==> src/rtl/msadpcm_pkg.sv <==
// msadpcm_pkg: shared types, constants and the step adaptation table of the
// block ADPCM decoder. No dependencies.
`default_nettype none

package msadpcm_pkg;

  localparam int unsigned MAX_CHANNELS = 2;
  localparam int unsigned CH_W         = 1;
  localparam int unsigned NUM_PREDICTORS = 7;
  localparam int unsigned CFG_IDX_W    = 3;
  localparam int unsigned CFG_DATA_W   = 64;
  localparam int unsigned HPOS_W       = 5;
  localparam logic [15:0] DELTA_FLOOR  = 16'd16;

  typedef enum logic [CFG_IDX_W-1:0] {
    CFG_CHANNEL_COUNT  = 3'd0,
    CFG_MAX_DATA_BYTES = 3'd1,
    CFG_COEF_PAIRS_0_1 = 3'd2,
    CFG_COEF_PAIRS_2_3 = 3'd3,
    CFG_COEF_PAIRS_4_5 = 3'd4,
    CFG_COEF_PAIR_6    = 3'd5
  } cfg_idx_e;

  typedef struct packed {
    logic [1:0]  channel_count;
    logic [15:0] max_data_bytes;
    logic [63:0] coef_pairs_0_1;
    logic [63:0] coef_pairs_2_3;
    logic [63:0] coef_pairs_4_5;
    logic [31:0] coef_pair_6;
  } cfg_t;

  typedef enum logic [2:0] {
    OP_COEF  = 3'd0,
    OP_DELTA = 3'd1,
    OP_HIST0 = 3'd2,
    OP_HIST1 = 3'd3,
    OP_BAD   = 3'd4,
    OP_DATA  = 3'd5
  } cmd_op_e;

  // ch carries the stereo flag on a data command
  typedef struct packed {
    cmd_op_e           op;
    logic [CH_W-1:0]   ch;
    logic [31:0]       data;
  } cmd_t;

  typedef enum logic [1:0] {
    BK_IDLE = 2'd0,
    BK_MUL  = 2'd1,
    BK_PRED = 2'd2,
    BK_UPD  = 2'd3
  } back_state_e;

  function automatic logic [9:0] adapt_factor(input logic [3:0] nib);
    logic [9:0] f;
    case (nib) inside
      4'd4, 4'd12: f = 10'd307;
      4'd5, 4'd11: f = 10'd409;
      4'd6, 4'd10: f = 10'd512;
      4'd7, 4'd9:  f = 10'd614;
      4'd8:        f = 10'd768;
      default:     f = 10'd230;
    endcase
    return f;
  endfunction

endpackage

`default_nettype wire

==> src/rtl/msadpcm_in_if.sv <==
// msadpcm_in_if: valid/ready channel carrying one block byte per transfer.
// Depends on msadpcm_pkg.
`default_nettype none

interface msadpcm_in_if;
  import msadpcm_pkg::*;

  logic       valid;
  logic       ready;
  logic [7:0] block_byte;
  logic       block_start;

  modport source (output valid, block_byte, block_start, input ready);
  modport sink   (input valid, block_byte, block_start, output ready);
endinterface

`default_nettype wire

==> src/rtl/msadpcm_out_if.sv <==
// msadpcm_out_if: valid/ready channel carrying one decoded sample per transfer.
// Depends on msadpcm_pkg.
`default_nettype none

interface msadpcm_out_if;
  import msadpcm_pkg::*;

  logic                  valid;
  logic                  ready;
  logic signed [15:0]    pcm_sample;
  logic [CH_W-1:0]       channel_id;
  logic                  bad_predictor;
  logic                  last_of_byte;

  modport source (output valid, pcm_sample, channel_id, bad_predictor, last_of_byte,
                  input ready);
  modport sink   (input valid, pcm_sample, channel_id, bad_predictor, last_of_byte,
                  output ready);
endinterface

`default_nettype wire

==> src/rtl/ms_adpcm_block_decoder.sv <==
// Block decoder for 4-bit ADPCM: holds the configuration registers and joins
// the byte front end, command queue and decode back end. Uses msadpcm_pkg.
//
// in_ch takes one block byte per transfer; block_start marks the first byte of
// a block. The header (7 bytes per channel) is parsed in the front end and
// gives no samples, except one bad_predictor result for an index of 7 or more,
// after which the block is skipped. Each data byte gives two samples on out_ch,
// high nibble first, the second flagged last_of_byte.
// A data byte is queued and popped by the idle back end; each nibble then
// passes the multiply, predict and update states into the output register.
// The back end takes no new byte until both nibbles are done, as it runs the
// multiply, divide-by-256 and update steps once per nibble. Header commands
// are applied while it is idle. A two-entry command queue lets the front end
// keep taking bytes while the back end works or the receiver stalls; when the
// receiver holds out_ch.ready low the back end waits with its result in the
// output register and in_ch.ready falls once the queue fills.
// Reset clears the block position, data count and all handshakes and loads
// the register reset values; a new block needs its header before data.
`default_nettype none

module ms_adpcm_block_decoder (
  input  wire                                  clk_i,
  input  wire                                  rst_ni,
  msadpcm_in_if.sink                           in_ch,
  msadpcm_out_if.source                        out_ch,
  input  wire                                  cfg_we_i,
  input  wire [msadpcm_pkg::CFG_IDX_W-1:0]     cfg_idx_i,
  input  wire [msadpcm_pkg::CFG_DATA_W-1:0]    cfg_data_i
);
  import msadpcm_pkg::*;

  cfg_t cfg_q;
  logic q_push, q_full, q_pop, q_valid;
  cmd_t q_cmd, q_head;

  always_ff @(posedge clk_i or negedge rst_ni) begin
    if (!rst_ni) begin
      cfg_q.channel_count  <= 2'd1;
      cfg_q.max_data_bytes <= 16'd256;
      cfg_q.coef_pairs_0_1 <= '0;
      cfg_q.coef_pairs_2_3 <= '0;
      cfg_q.coef_pairs_4_5 <= '0;
      cfg_q.coef_pair_6    <= '0;
    end else if (cfg_we_i) begin
      unique case (cfg_idx_i)
        CFG_CHANNEL_COUNT:  cfg_q.channel_count  <= cfg_data_i[1:0];
        CFG_MAX_DATA_BYTES: cfg_q.max_data_bytes <= cfg_data_i[15:0];
        CFG_COEF_PAIRS_0_1: cfg_q.coef_pairs_0_1 <= cfg_data_i;
        CFG_COEF_PAIRS_2_3: cfg_q.coef_pairs_2_3 <= cfg_data_i;
        CFG_COEF_PAIRS_4_5: cfg_q.coef_pairs_4_5 <= cfg_data_i;
        CFG_COEF_PAIR_6:    cfg_q.coef_pair_6    <= cfg_data_i[31:0];
        default: ;
      endcase
    end
  end

  msadpcm_front u_front (
    .clk_i    (clk_i),
    .rst_ni   (rst_ni),
    .cfg_i    (cfg_q),
    .in_ch    (in_ch),
    .q_full_i (q_full),
    .q_push_o (q_push),
    .q_cmd_o  (q_cmd)
  );

  msadpcm_cmd_fifo u_queue (
    .clk_i      (clk_i),
    .rst_ni     (rst_ni),
    .push_i     (q_push),
    .push_cmd_i (q_cmd),
    .full_o     (q_full),
    .pop_i      (q_pop),
    .valid_o    (q_valid),
    .head_o     (q_head)
  );

  msadpcm_back u_back (
    .clk_i     (clk_i),
    .rst_ni    (rst_ni),
    .q_valid_i (q_valid),
    .q_head_i  (q_head),
    .q_pop_o   (q_pop),
    .out_ch    (out_ch)
  );

endmodule

`default_nettype wire

==> src/rtl/msadpcm_front.sv <==
// msadpcm_front: accepts block bytes, tracks header position and data count,
// and turns each byte into a command for the decode back end. Uses msadpcm_pkg.
`default_nettype none

module msadpcm_front (
  input  wire                 clk_i,
  input  wire                 rst_ni,
  input  wire msadpcm_pkg::cfg_t cfg_i,
  msadpcm_in_if.sink          in_ch,
  input  wire                 q_full_i,
  output logic                q_push_o,
  output msadpcm_pkg::cmd_t   q_cmd_o
);
  import msadpcm_pkg::*;

  logic [HPOS_W-1:0] hpos_q, hpos_d;
  logic [15:0]       cnt_q, cnt_d;
  logic              drop_q, drop_d;
  logic [7:0]        low_q, low_d;

  logic              accept;
  logic              stereo;
  logic [HPOS_W-1:0] hlen, nch, hpos, p;
  logic [15:0]       cnt;
  logic              drop;
  logic [1:0]        grp;
  logic [63:0]       coef_word;
  logic [7:0]        b;

  assign in_ch.ready = !q_full_i;
  assign accept      = in_ch.valid && !q_full_i;
  assign b           = in_ch.block_byte;

  assign stereo = (MAX_CHANNELS >= 2) && cfg_i.channel_count[1];
  assign nch    = stereo ? HPOS_W'(2) : HPOS_W'(1);
  assign hlen   = stereo ? HPOS_W'(14) : HPOS_W'(7);

  assign hpos = in_ch.block_start ? '0 : hpos_q;
  assign cnt  = in_ch.block_start ? '0 : cnt_q;
  assign drop = in_ch.block_start ? 1'b0 : drop_q;
  assign p    = hpos - nch;
  assign grp  = stereo ? p[3:2] : p[2:1];

  always_comb begin
    case (b[2:1])
      2'd0:    coef_word = cfg_i.coef_pairs_0_1;
      2'd1:    coef_word = cfg_i.coef_pairs_2_3;
      2'd2:    coef_word = cfg_i.coef_pairs_4_5;
      default: coef_word = {32'd0, cfg_i.coef_pair_6};
    endcase
  end

  always_comb begin
    hpos_d   = hpos_q;
    cnt_d    = cnt_q;
    drop_d   = drop_q;
    low_d    = low_q;
    q_push_o = 1'b0;
    q_cmd_o  = '{op: OP_DATA, ch: '0, data: 32'd0};
    if (accept) begin
      hpos_d = hpos;
      cnt_d  = cnt;
      drop_d = drop;
      if (!drop) begin
        if (hpos < hlen) begin
          hpos_d = hpos + HPOS_W'(1);
          if (hpos < nch) begin
            q_push_o = 1'b1;
            q_cmd_o.ch = hpos[CH_W-1:0];
            if (b >= 8'(NUM_PREDICTORS)) begin
              drop_d     = 1'b1;
              q_cmd_o.op = OP_BAD;
            end else begin
              q_cmd_o.op   = OP_COEF;
              q_cmd_o.data = b[0] ? coef_word[63:32] : coef_word[31:0];
            end
          end else if (!p[0]) begin
            low_d = b;
          end else begin
            q_push_o     = 1'b1;
            q_cmd_o.ch   = stereo ? p[1] : 1'b0;
            q_cmd_o.data = {16'd0, b, low_q};
            case (grp)
              2'd0:    q_cmd_o.op = OP_DELTA;
              2'd1:    q_cmd_o.op = OP_HIST0;
              default: q_cmd_o.op = OP_HIST1;
            endcase
          end
        end else if (cnt < cfg_i.max_data_bytes) begin
          cnt_d        = cnt + 16'd1;
          q_push_o     = 1'b1;
          q_cmd_o.op   = OP_DATA;
          q_cmd_o.ch   = stereo;
          q_cmd_o.data = {24'd0, b};
        end
      end
    end
  end

  always_ff @(posedge clk_i or negedge rst_ni) begin
    if (!rst_ni) begin
      hpos_q <= '0;
      cnt_q  <= '0;
      drop_q <= 1'b0;
      low_q  <= '0;
    end else begin
      hpos_q <= hpos_d;
      cnt_q  <= cnt_d;
      drop_q <= drop_d;
      low_q  <= low_d;
    end
  end

endmodule

`default_nettype wire

==> src/rtl/msadpcm_cmd_fifo.sv <==
// msadpcm_cmd_fifo: two-entry command queue between front and back end.
// Uses msadpcm_pkg for the command type.
`default_nettype none

module msadpcm_cmd_fifo (
  input  wire                 clk_i,
  input  wire                 rst_ni,
  input  wire                 push_i,
  input  wire msadpcm_pkg::cmd_t push_cmd_i,
  output logic                full_o,
  input  wire                 pop_i,
  output logic                valid_o,
  output msadpcm_pkg::cmd_t   head_o
);
  import msadpcm_pkg::*;

  cmd_t       mem_q [2];
  logic       wr_q, wr_d;
  logic       rd_q, rd_d;
  logic [1:0] cnt_q, cnt_d;

  assign full_o  = cnt_q == 2'd2;
  assign valid_o = cnt_q != 2'd0;
  assign head_o  = mem_q[rd_q];

  always_comb begin
    wr_d  = wr_q;
    rd_d  = rd_q;
    cnt_d = cnt_q;
    if (push_i) begin
      wr_d  = !wr_q;
      cnt_d = cnt_d + 2'd1;
    end
    if (pop_i) begin
      rd_d  = !rd_q;
      cnt_d = cnt_d - 2'd1;
    end
  end

  always_ff @(posedge clk_i or negedge rst_ni) begin
    if (!rst_ni) begin
      wr_q  <= 1'b0;
      rd_q  <= 1'b0;
      cnt_q <= '0;
    end else begin
      wr_q  <= wr_d;
      rd_q  <= rd_d;
      cnt_q <= cnt_d;
    end
  end

  always_ff @(posedge clk_i) begin
    if (push_i) begin
      mem_q[wr_q] <= push_cmd_i;
    end
  end

endmodule

`default_nettype wire

==> src/rtl/msadpcm_back.sv <==
// msadpcm_back: applies header commands to the per-channel predictor state and
// decodes data bytes nibble by nibble into the output register. Uses msadpcm_pkg.
`default_nettype none

module msadpcm_back (
  input  wire                 clk_i,
  input  wire                 rst_ni,
  input  wire                 q_valid_i,
  input  wire msadpcm_pkg::cmd_t q_head_i,
  output logic                q_pop_o,
  msadpcm_out_if.source       out_ch
);
  import msadpcm_pkg::*;

  back_state_e state_q, state_d;

  logic signed [15:0] coef0_q [MAX_CHANNELS];
  logic signed [15:0] coef1_q [MAX_CHANNELS];
  logic        [15:0] delta_q [MAX_CHANNELS];
  logic signed [15:0] hist0_q [MAX_CHANNELS];
  logic signed [15:0] hist1_q [MAX_CHANNELS];

  logic [7:0]         byte_q;
  logic               stereo_q;
  logic               nsel_q;
  logic signed [31:0] prod0_q, prod1_q;
  logic signed [24:0] pred_q;

  logic                  out_valid_q;
  logic signed [15:0]    out_pcm_q;
  logic [CH_W-1:0]       out_ch_q;
  logic                  out_bad_q;
  logic                  out_last_q;

  logic               out_free;
  logic               emit_bad, emit_smp;
  logic [CH_W-1:0]    ch;
  logic [3:0]         nib;
  logic signed [32:0] sum, biased;
  logic signed [20:0] dsn;
  logic signed [25:0] v;
  logic signed [15:0] v_clip;
  logic [25:0]        adapt_prod;
  logic [15:0]        d_new;

  assign out_free = !out_valid_q || out_ch.ready;
  assign ch       = nsel_q ? stereo_q : 1'b0;
  assign nib      = nsel_q ? byte_q[3:0] : byte_q[7:4];

  // prediction divided by 256, truncated toward zero
  assign sum    = 33'(prod0_q) + 33'(prod1_q);
  assign biased = sum + (sum[32] ? 33'sd255 : 33'sd0);

  assign dsn = $signed({1'b0, delta_q[ch]}) * $signed(nib);
  assign v   = 26'(pred_q) + 26'(dsn);

  always_comb begin
    if (v < -26'sd32768) begin
      v_clip = -16'sd32768;
    end else if (v > 26'sd32767) begin
      v_clip = 16'sd32767;
    end else begin
      v_clip = v[15:0];
    end
  end

  assign adapt_prod = adapt_factor(nib) * delta_q[ch];
  assign d_new      = (adapt_prod[23:8] < DELTA_FLOOR) ? DELTA_FLOOR : adapt_prod[23:8];

  // next state
  always_comb begin
    state_d = state_q;
    unique case (state_q)
      BK_IDLE: begin
        if (q_pop_o && q_head_i.op == OP_DATA) begin
          state_d = BK_MUL;
        end
      end
      BK_MUL:  state_d = BK_PRED;
      BK_PRED: state_d = BK_UPD;
      BK_UPD: begin
        if (out_free) begin
          state_d = nsel_q ? BK_IDLE : BK_MUL;
        end
      end
      default: state_d = BK_IDLE;
    endcase
  end

  // outputs
  always_comb begin
    q_pop_o  = 1'b0;
    emit_bad = 1'b0;
    emit_smp = 1'b0;
    unique case (state_q)
      BK_IDLE: begin
        q_pop_o  = q_valid_i && (q_head_i.op != OP_BAD || out_free);
        emit_bad = q_valid_i && q_head_i.op == OP_BAD && out_free;
      end
      BK_UPD:  emit_smp = out_free;
      default: ;
    endcase
  end

  always_ff @(posedge clk_i or negedge rst_ni) begin
    if (!rst_ni) begin
      state_q     <= BK_IDLE;
      out_valid_q <= 1'b0;
    end else begin
      state_q <= state_d;
      if (emit_bad || emit_smp) begin
        out_valid_q <= 1'b1;
      end else if (out_ch.ready) begin
        out_valid_q <= 1'b0;
      end
    end
  end

  always_ff @(posedge clk_i) begin
    if (q_pop_o) begin
      case (q_head_i.op)
        OP_COEF: begin
          coef0_q[q_head_i.ch] <= q_head_i.data[15:0];
          coef1_q[q_head_i.ch] <= q_head_i.data[31:16];
        end
        OP_DELTA: delta_q[q_head_i.ch] <= q_head_i.data[15:0];
        OP_HIST0: hist0_q[q_head_i.ch] <= q_head_i.data[15:0];
        OP_HIST1: hist1_q[q_head_i.ch] <= q_head_i.data[15:0];
        OP_DATA: begin
          byte_q   <= q_head_i.data[7:0];
          stereo_q <= q_head_i.ch[0];
          nsel_q   <= 1'b0;
        end
        default: ;
      endcase
    end
    if (state_q == BK_MUL) begin
      prod0_q <= hist0_q[ch] * coef0_q[ch];
      prod1_q <= hist1_q[ch] * coef1_q[ch];
    end
    if (state_q == BK_PRED) begin
      pred_q <= biased[32:8];
    end
    if (emit_smp) begin
      hist1_q[ch] <= hist0_q[ch];
      hist0_q[ch] <= v_clip;
      delta_q[ch] <= d_new;
      nsel_q      <= 1'b1;
      out_pcm_q   <= v_clip;
      out_ch_q    <= ch;
      out_bad_q   <= 1'b0;
      out_last_q  <= nsel_q;
    end else if (emit_bad) begin
      out_pcm_q  <= '0;
      out_ch_q   <= q_head_i.ch;
      out_bad_q  <= 1'b1;
      out_last_q <= 1'b1;
    end
  end

  assign out_ch.valid         = out_valid_q;
  assign out_ch.pcm_sample    = out_pcm_q;
  assign out_ch.channel_id    = out_ch_q;
  assign out_ch.bad_predictor = out_bad_q;
  assign out_ch.last_of_byte  = out_last_q;

endmodule

`default_nettype wire
==> src/flat_wrapper.sv <==
// flat-port wrapper written by rule: the top's interface ports become plain ports
module ms_adpcm_block_decoder_flat import msadpcm_pkg::*;
  (clk_i, rst_ni, cfg_we_i, cfg_idx_i, cfg_data_i, in_ch_valid, in_ch_block_byte, in_ch_block_start, in_ch_ready, out_ch_valid, out_ch_pcm_sample, out_ch_channel_id, out_ch_bad_predictor, out_ch_last_of_byte, out_ch_ready);
  msadpcm_in_if in_ch_i ();
  msadpcm_out_if out_ch_i ();
  input  wire clk_i;
  input  wire rst_ni;
  input  wire cfg_we_i;
  input  wire [msadpcm_pkg::CFG_IDX_W-1:0] cfg_idx_i;
  input  wire [msadpcm_pkg::CFG_DATA_W-1:0] cfg_data_i;
  input wire logic [$bits(in_ch_i.valid)-1:0] in_ch_valid;
  input wire logic [$bits(in_ch_i.block_byte)-1:0] in_ch_block_byte;
  input wire logic [$bits(in_ch_i.block_start)-1:0] in_ch_block_start;
  output wire logic [$bits(in_ch_i.ready)-1:0] in_ch_ready;
  output wire logic [$bits(out_ch_i.valid)-1:0] out_ch_valid;
  output wire logic [$bits(out_ch_i.pcm_sample)-1:0] out_ch_pcm_sample;
  output wire logic [$bits(out_ch_i.channel_id)-1:0] out_ch_channel_id;
  output wire logic [$bits(out_ch_i.bad_predictor)-1:0] out_ch_bad_predictor;
  output wire logic [$bits(out_ch_i.last_of_byte)-1:0] out_ch_last_of_byte;
  input wire logic [$bits(out_ch_i.ready)-1:0] out_ch_ready;
  assign in_ch_i.valid = in_ch_valid;
  assign in_ch_i.block_byte = in_ch_block_byte;
  assign in_ch_i.block_start = in_ch_block_start;
  assign in_ch_ready = in_ch_i.ready;
  assign out_ch_valid = out_ch_i.valid;
  assign out_ch_pcm_sample = out_ch_i.pcm_sample;
  assign out_ch_channel_id = out_ch_i.channel_id;
  assign out_ch_bad_predictor = out_ch_i.bad_predictor;
  assign out_ch_last_of_byte = out_ch_i.last_of_byte;
  assign out_ch_i.ready = out_ch_ready;
  ms_adpcm_block_decoder u_core (.clk_i(clk_i), .rst_ni(rst_ni), .in_ch(in_ch_i), .out_ch(out_ch_i), .cfg_we_i(cfg_we_i), .cfg_idx_i(cfg_idx_i), .cfg_data_i(cfg_data_i));
endmodule
==> config.mk <==
export PLATFORM = sky130hd
export DESIGN_NAME = ms_adpcm_block_decoder_flat
export DESIGN_NICKNAME = d
export VERILOG_FILES = /design/src/rtl/msadpcm_pkg.sv /design/src/rtl/msadpcm_in_if.sv /design/src/rtl/msadpcm_out_if.sv /design/src/rtl/ms_adpcm_block_decoder.sv /design/src/rtl/msadpcm_front.sv /design/src/rtl/msadpcm_cmd_fifo.sv /design/src/rtl/msadpcm_back.sv /design/src/flat_wrapper.sv
export SDC_FILE = /design/constraint.sdc
export NUM_CORES = 2
export LEC_CHECK = 0
export BUFFER_PORTS_ARGS = -buffer_cell sky130_fd_sc_hd__buf_4
export CAP_MARGIN = 20
export CELL_PAD_IN_SITES_DETAIL_PLACEMENT = 2
export CELL_PAD_IN_SITES_GLOBAL_PLACEMENT = 2
export CORE_MARGIN = 1
export CORE_UTILIZATION = 40
export CTS_CLUSTER_DIAMETER = 40
export DETAILED_ROUTE_END_ITERATION = 12
export PLACE_DENSITY = 0.77
export SLEW_MARGIN = 0
export SYNTH_ARGS = -nofsm -noshare
export SYNTH_HDL_FRONTEND = slang
export SYNTH_SLANG_ARGS = --single-unit
export TNS_END_PERCENT = 5
==> constraint.sdc <==
create_clock -name clk_i -period 10.7 [get_ports clk_i]
set_input_delay 0 -clock clk_i [delete_from_list [all_inputs] [get_ports clk_i]]
set_output_delay 0 -clock clk_i [all_outputs]
set_load 0.01 [all_outputs]
* Word level (Yosys, flattened, before mapping)
Memory sizes are Yosys's and may differ from the RTL's. Index checks and enable logic that the tools add are counted.
Operators by class: multiplexer cells 86, order comparisons 7, add/sub/neg operators 8, multipliers 4, bitwise operators 3, equality and inequality tests 29, reduce and logical (&&, ||, !) cells 36
Operators by type and width (number):
- 16-bit two-way mux | 12
- 64-bit case mux with 3 select lines | 1
- 36-bit two-way mux | 5
- 16-bit by 16-bit multiplier with 32-bit output | 2
- 32-bit two-way mux | 2
- 10-bit two-way mux | 5
- 16-bit OR reduction | 3
- 1-bit two-way mux | 45
- 32-bit by 32-bit adder with 33-bit output | 1
- 33-bit by 9-bit adder with 33-bit output | 1
- 33-bit two-way mux | 1
- 25-bit by 21-bit adder with 26-bit output | 1
- 26-bit by 16-bit > comparator with 1-bit output (second input constant) | 1
- 26-bit by 16-bit < comparator with 1-bit output (second input constant) | 1
- 10-bit by 16-bit multiplier with 24-bit output | 1
- 17-bit by 4-bit multiplier with 21-bit output | 1
- 4-bit == test (second input constant) | 5
- 16-bit by 1-bit adder with 16-bit output (second input constant) | 1
- 4-bit by 3-bit == test with 1-bit output (second input constant) | 4
- 16-bit < comparator | 1
- 16-bit by 5-bit < comparator with 1-bit output (second input constant) | 1
- 2-bit AND reduction | 8
- 5-bit two-way mux | 3
- 3-bit by 2-bit == test with 1-bit output (second input constant) | 4
- 28 further kinds | 63
Storage, ports and cells: output and inout bits 21, RAM bits 232, bits in registers 397, word-level logic and storage cells 204, memories kept 6, input port bits 81
Memory list:
- u_core.u_queue.mem_q | words 2, width 36, rd ports 1, clocked after Yosys merged registers in 0, write ports 1, line msadpcm_cmd_fifo.sv:17 | cmd_t mem_q [2];
- u_core.u_back.coef0_q | words 2, width 16, rd ports 1, clocked after Yosys merged registers in 0, write ports 1, line msadpcm_back.sv:17 | logic signed [15:0] coef0_q [MAX_CHANNELS];
- u_core.u_back.coef1_q | words 2, width 16, rd ports 1, clocked after Yosys merged registers in 0, write ports 1, line msadpcm_back.sv:18 | logic signed [15:0] coef1_q [MAX_CHANNELS];
- u_core.u_back.delta_q | words 2, width 16, rd ports 1, clocked after Yosys merged registers in 0, write ports 1, line msadpcm_back.sv:19 | logic [15:0] delta_q [MAX_CHANNELS];
- u_core.u_back.hist0_q | words 2, width 16, rd ports 1, clocked after Yosys merged registers in 0, write ports 1, line msadpcm_back.sv:20 | logic signed [15:0] hist0_q [MAX_CHANNELS];
- u_core.u_back.hist1_q | words 2, width 16, rd ports 1, clocked after Yosys merged registers in 0, write ports 1, line msadpcm_back.sv:21 | logic signed [15:0] hist1_q [MAX_CHANNELS];

* Depth between registers and ports, before layout
word-level depth 11, mapped depth 30, mapped depth without buffers 28

* By module
Synthesis repeated with hierarchy kept, for this count alone.
Second synthesis, totals: cells, all modules 5181, area, all modules 56624.3 µm²
Modules (own cells, without submodules):
- msadpcm_back | area each 39626.8 µm², cells each 3973, times used 1
- ms_adpcm_block_decoder | area each 9542.9 µm², cells each 516, times used 1
- msadpcm_front | area each 4468.0 µm², cells each 557, times used 1
- msadpcm_cmd_fifo | area each 2986.6 µm², cells each 135, times used 1

* Least setup slack after synthesis
OpenSTA, ideal clock, no wires.
path type register to register, from reg u_core.u_back.nsel_q, to reg u_core.u_back.prod1_q[24], data pin, path slack 2789 ps, data arrival time 7652 ps, path buffers 4, cell stages (with the launch flop) 30, path through dfxtp_1 > buf_2 > nand2_1 > clkbuf_1 > buf_1 > clkbuf_1 > mux2_2 > nand2_1 > fa_1 > inv_1 > fa_1 > inv_1 > fa_1 > fa_1 > inv_1 > fa_1 > inv_1 > fa_1 > inv_1 > ha_1 > and4_1 > a211o_1 > or3_1 > a21oi_1 > o31ai_1 > o21a_1 > or4_1 > a31o_2 > a21oi_1 > xnor2_1
Between the ends: cells in the longest elaborated chain, start to end 3, elaborated cells on any way between the ends 4
RTL lines:
- start: declaration | line msadpcm_back.sv:25 | logic nsel_q;
- start signal: assignment | line msadpcm_back.sv:132 | nsel_q <= 1'b0;
- start signal: assignment | line msadpcm_back.sv:148 | nsel_q <= 1'b1;
- 1-bit two-way mux * | line msadpcm_back.sv:47 | assign ch = nsel_q ? stereo_q : 1'b0;
- memory 2 x 16 bit (on tied branches)
- 16-bit by 16-bit multiplier with 32-bit output * | line msadpcm_back.sv:139 | prod1_q <= hist1_q[ch] * coef1_q[ch];
- end signal: assignment | line msadpcm_back.sv:139
- end: declaration | line msadpcm_back.sv:26 | logic signed [31:0] prod0_q, prod1_q;
Every way passes the cells marked *; elsewhere a longest branch is shown, timed or not. A chain may end at the register's enable or synchronous reset.

* Worst setup path in the final report
from reg u_core.u_back.nsel_q, to reg u_core.u_back.prod0_q[29], data pin
Between the ends: cells in the longest elaborated chain, start to end 3, elaborated cells on any way between the ends 4
RTL lines:
- 1-bit two-way mux * | line msadpcm_back.sv:47
- memory 2 x 16 bit (on tied branches)
- 16-bit by 16-bit multiplier with 32-bit output * | line msadpcm_back.sv:138 | prod0_q <= hist0_q[ch] * coef0_q[ch];
- end signal: assignment | line msadpcm_back.sv:138
- end: declaration | line msadpcm_back.sv:26
Marked as above.

==> results.sh <==
export IMPL_status="complete, no violations"
export IMPL_wl_per_cell_um=27.3
export IMPL_drtPass1Iterations=5
export IMPL_clk_insertion_delay_late_ns=0.79
export IMPL_final_common_cell="inv_1"
export IMPL_ctsHtreeMaxLevel=3
export IMPL_cp_num_buf_inv=6
export IMPL_routed_wl_um=205000
export IMPL_fin_ws_ns=1.58
export IMPL_yosysUniqueCellTypes=93
export IMPL_drc_errors=0
export IMPL_area_delta_synth_final_pct=14.5
export IMPL_critPathTopFamily="adder cells"
export IMPL_die_w_um=377
export IMPL_final_max_slew_viol_count=0
export IMPL_drt_initial_drc_count=2469
export IMPL_timing_worst_setup_path_type="reg2reg"
export IMPL_synth_area_um2=56100
export IMPL_m1WireLength_um=82300
export IMPL_setup_violations=0
export IMPL_antenna_found_initial=9
export IMPL_wl_met3_um=8830
export IMPL_cts_made_buffers=104
export IMPL_max_slew_margin_pct=16.9
export IMPL_crit_arrival_ns=9.54
export IMPL_die_area_um2=142000
export IMPL_grt_max_degree=169
export IMPL_synthTopCellsByArea="fa_1 24%, edfxtp_1 19%, dfrtp_1 12%"
export IMPL_grt_pass1_wl_um=313000
export IMPL_min_path_cells=3
export IMPL_tightestPinTransition_ns=1.21
export IMPL_setup_tns_ns=0
export IMPL_yosys_most_used_dff="edfxtp_1"
export IMPL_endpoint_kind="register"
export IMPL_clk_pin_slew_ns=0.06
export IMPL_clockBufferDepth=3
export IMPL_rr_startpoint="u_core.u_back.nsel_q$_SDFFE_PP1P_"
export IMPL_cap_violations=0
export IMPL_r2r_end="u_core.u_back.prod0_q[29]$_DFFE_PN_"
export IMPL_hpwl_um=144000
export IMPL_worstHoldEndpoint="u_core.cfg_q[5]$_DFFE_PN0P_"
export IMPL_cpMaxStageDelayCell="mux2i_1"
export IMPL_fin_skew_ns=0.117
export IMPL_pin_count=102
export IMPL_async_flop_share_pct=44.3
export IMPL_gr_total_overflow=0
export IMPL_wl_met2_um=107000
export IMPL_synth_seq_cells=628
export IMPL_grt_usage_pct=29.3
export IMPL_top_layer="met5"
export IMPL_drive_gt1_share_pct=13.8
export IMPL_max_stage_delay_ns=0.99
export IMPL_ff2ff_path_depth=26
export IMPL_cts_sinks=628
export IMPL_rsz0062_at_grt="false"
export IMPL_fin_crit_sh_pct=85.2
export IMPL_synth_edf_count=348
export IMPL_yosys_area_top_type="fa_1"
export IMPL_min_from="cfg_data_i[5]"
export IMPL_dr_total_vias=41900
export IMPL_place_ws_ns=1.68
export IMPL_syn_inst=5304
export IMPL_r2r_slack_ns=1.58
export IMPL_grt_pass1_vias=49100
export IMPL_initial_core_util_pct=40.3
export IMPL_antenna_left=0
export IMPL_syn_avg_cell_area_um2=10.6
export IMPL_fin_crit_ns=9.12
export IMPL_yosysWarningCount=0
export IMPL_hold_viol_final=0
export IMPL_coreArea_um2=139000
export IMPL_syn_nets=6401
export IMPL_cts_root_buf="clkbuf_16"
export IMPL_required_ns=11.12
export IMPL_globalplace_congestion=0.881
export IMPL_mostFrequentLayoutCells="844 x inv_1, 684 x fa_1, 592 x nand2_1"
export IMPL_cts_tree="built"
export IMPL_hp_class="in2reg"
export IMPL_io_buffers=101
export IMPL_synth_top_area_share_pct=24.4
export IMPL_crit_top_cell="fa_1"
export IMPL_cp_max_fo=85
export IMPL_die_h_um=377
export IMPL_rows=137
export IMPL_worstSetupStartpointType="register"
export IMPL_timing_fmax_mhz=110
export IMPL_routed_via_density=5.57
export IMPL_final_nets=6648
export IMPL_yosysSeqAreaShare_pct=31.1
-- final cells by class --
type	count	area, um^2
Clock buffer	129	2800
Inverter	845	3170
Antenna cell	7	17.5
Tap cell	1876	2350
Sequential cell	628	17400
Clock inverter	67	842
Fill cell	14200	75100
Timing Repair Buffer	312	2750
Multi-Input combinational cell	3660	34900
-- per-layer routing --
metal	track usage [%]	vias to the layer above
met5	0	-
li1	-	18000
met2	52.7	1181
met4	10.0	4
met1	35.9	22400
met3	3.71	398
-- cells by family after synthesis --
logic type	share of synthesized area [%]
flops	31.1
compound gates	7.04
simple gates	10.7
mux	9.86
buf+inv	6.84
fa+ha+maj	31.8
xor+xnor	2.69
-- stage by stage --
| step | utilization, % | hold slack (ns) | instance area, um^2 | cells |
|---|---|---|---|---|
| after floorplan | - | -0.296 | 56100 | 5304 |
| after global placement | 42.5 | 0.147 | 59200 | 7181 |
| after detailed placement | 42.5 | 0.149 | 59200 | 7183 |
| after CTS | 46.1 | 0.00157 | 64200 | 7515 |
| after global routing | 46.1 | 0.0243 | 64300 | 7520 |
| final | 46.1 | 0.0430 | 64300 | 7524 |
-- tightest hold or removal path: stages --
cell	delay [ns]
dlygate4sd3_1	0.52
buf_4	0.13
mux2_2	0.14
-- state kept, by name (all words and copies together), names as in the netlist, 2 cells and up --
name	cells
u_core.cfg_q	241
u_core.u_queue.mem_q	72
u_core.u_back.coef0_q	32
u_core.u_back.coef1_q	32
u_core.u_back.delta_q	32
u_core.u_back.hist0_q	32
u_core.u_back.hist1_q	32
u_core.u_back.prod0_q	32
u_core.u_back.prod1_q	32
u_core.u_back.pred_q	25
u_core.u_back.out_ch.pcm_sample	16
u_core.u_front.cnt_q	16
u_core.u_back.byte_q	8
u_core.u_front.low_q	8
u_core.u_front.hpos_q	5
u_core.u_back.state_q	2
u_core.u_queue.cnt_q	2
-- cells in the mapped netlist (10+ instances only) --
library cell  number
fa_1             684
mux2i_1          121
nand2b_1          38
nand3_1           36
edfxtp_1         348
o21a_1            17
a211o_1           11
nand4_1           17
nand2_1          593
mux4_2            15
xor2_1            49
a31oi_1           16
o21ai_1           12
dfrtp_1          277
a21o_1            53
and2_1            27
o31ai_1           10
nor2b_1           48
or3_1             13
o211ai_1          35
ha_1             332
o21ai_0          142
and3_1            30
a21oi_1          167
nor3_1            42
mux2_2           353
nor2_1           445
nor3b_1           16
o22ai_1           23
a221oi_1          10
or2_2             11
o21bai_1          15
inv_1            844
a211oi_1          23
clkbuf_1         142
xnor2_1          120
buf_1             19
-- worst max-delay path by stage --
stage	from	to	slack, ns	cells after the start
floorplan	u_core.u_back.nsel_q$_SDFFE_PP1P_	u_core.u_back.prod1_q[24]$_DFFE_PN_	2.79	29
detailed placement	u_core.u_back.nsel_q$_SDFFE_PP1P_	u_core.u_back.prod0_q[29]$_DFFE_PN_	1.68	26
global placement	u_core.u_back.nsel_q$_SDFFE_PP1P_	u_core.u_back.prod0_q[29]$_DFFE_PN_	2.02	27
finish	u_core.u_back.nsel_q$_SDFFE_PP1P_	u_core.u_back.prod0_q[29]$_DFFE_PN_	1.58	26
CTS	u_core.u_back.nsel_q$_SDFFE_PP1P_	u_core.u_back.prod0_q[29]$_DFFE_PN_	1.69	27
global route	u_core.u_back.nsel_q$_SDFFE_PP1P_	u_core.u_back.prod0_q[29]$_DFFE_PN_	1.26	26
-- timing repair --
| item | in CTS | in global routing |
|---|---|---|
| resized for setup | 0 | 0 |
| hold endpoints to repair | 401 | 0 |
| buffers inserted | 0 | 0 |
| hold buffers | 136 | 0 |
Power is left out: the tool's default activity adds up to more than one toggle a clock period on the data nets, which glitch-free logic cannot reach.
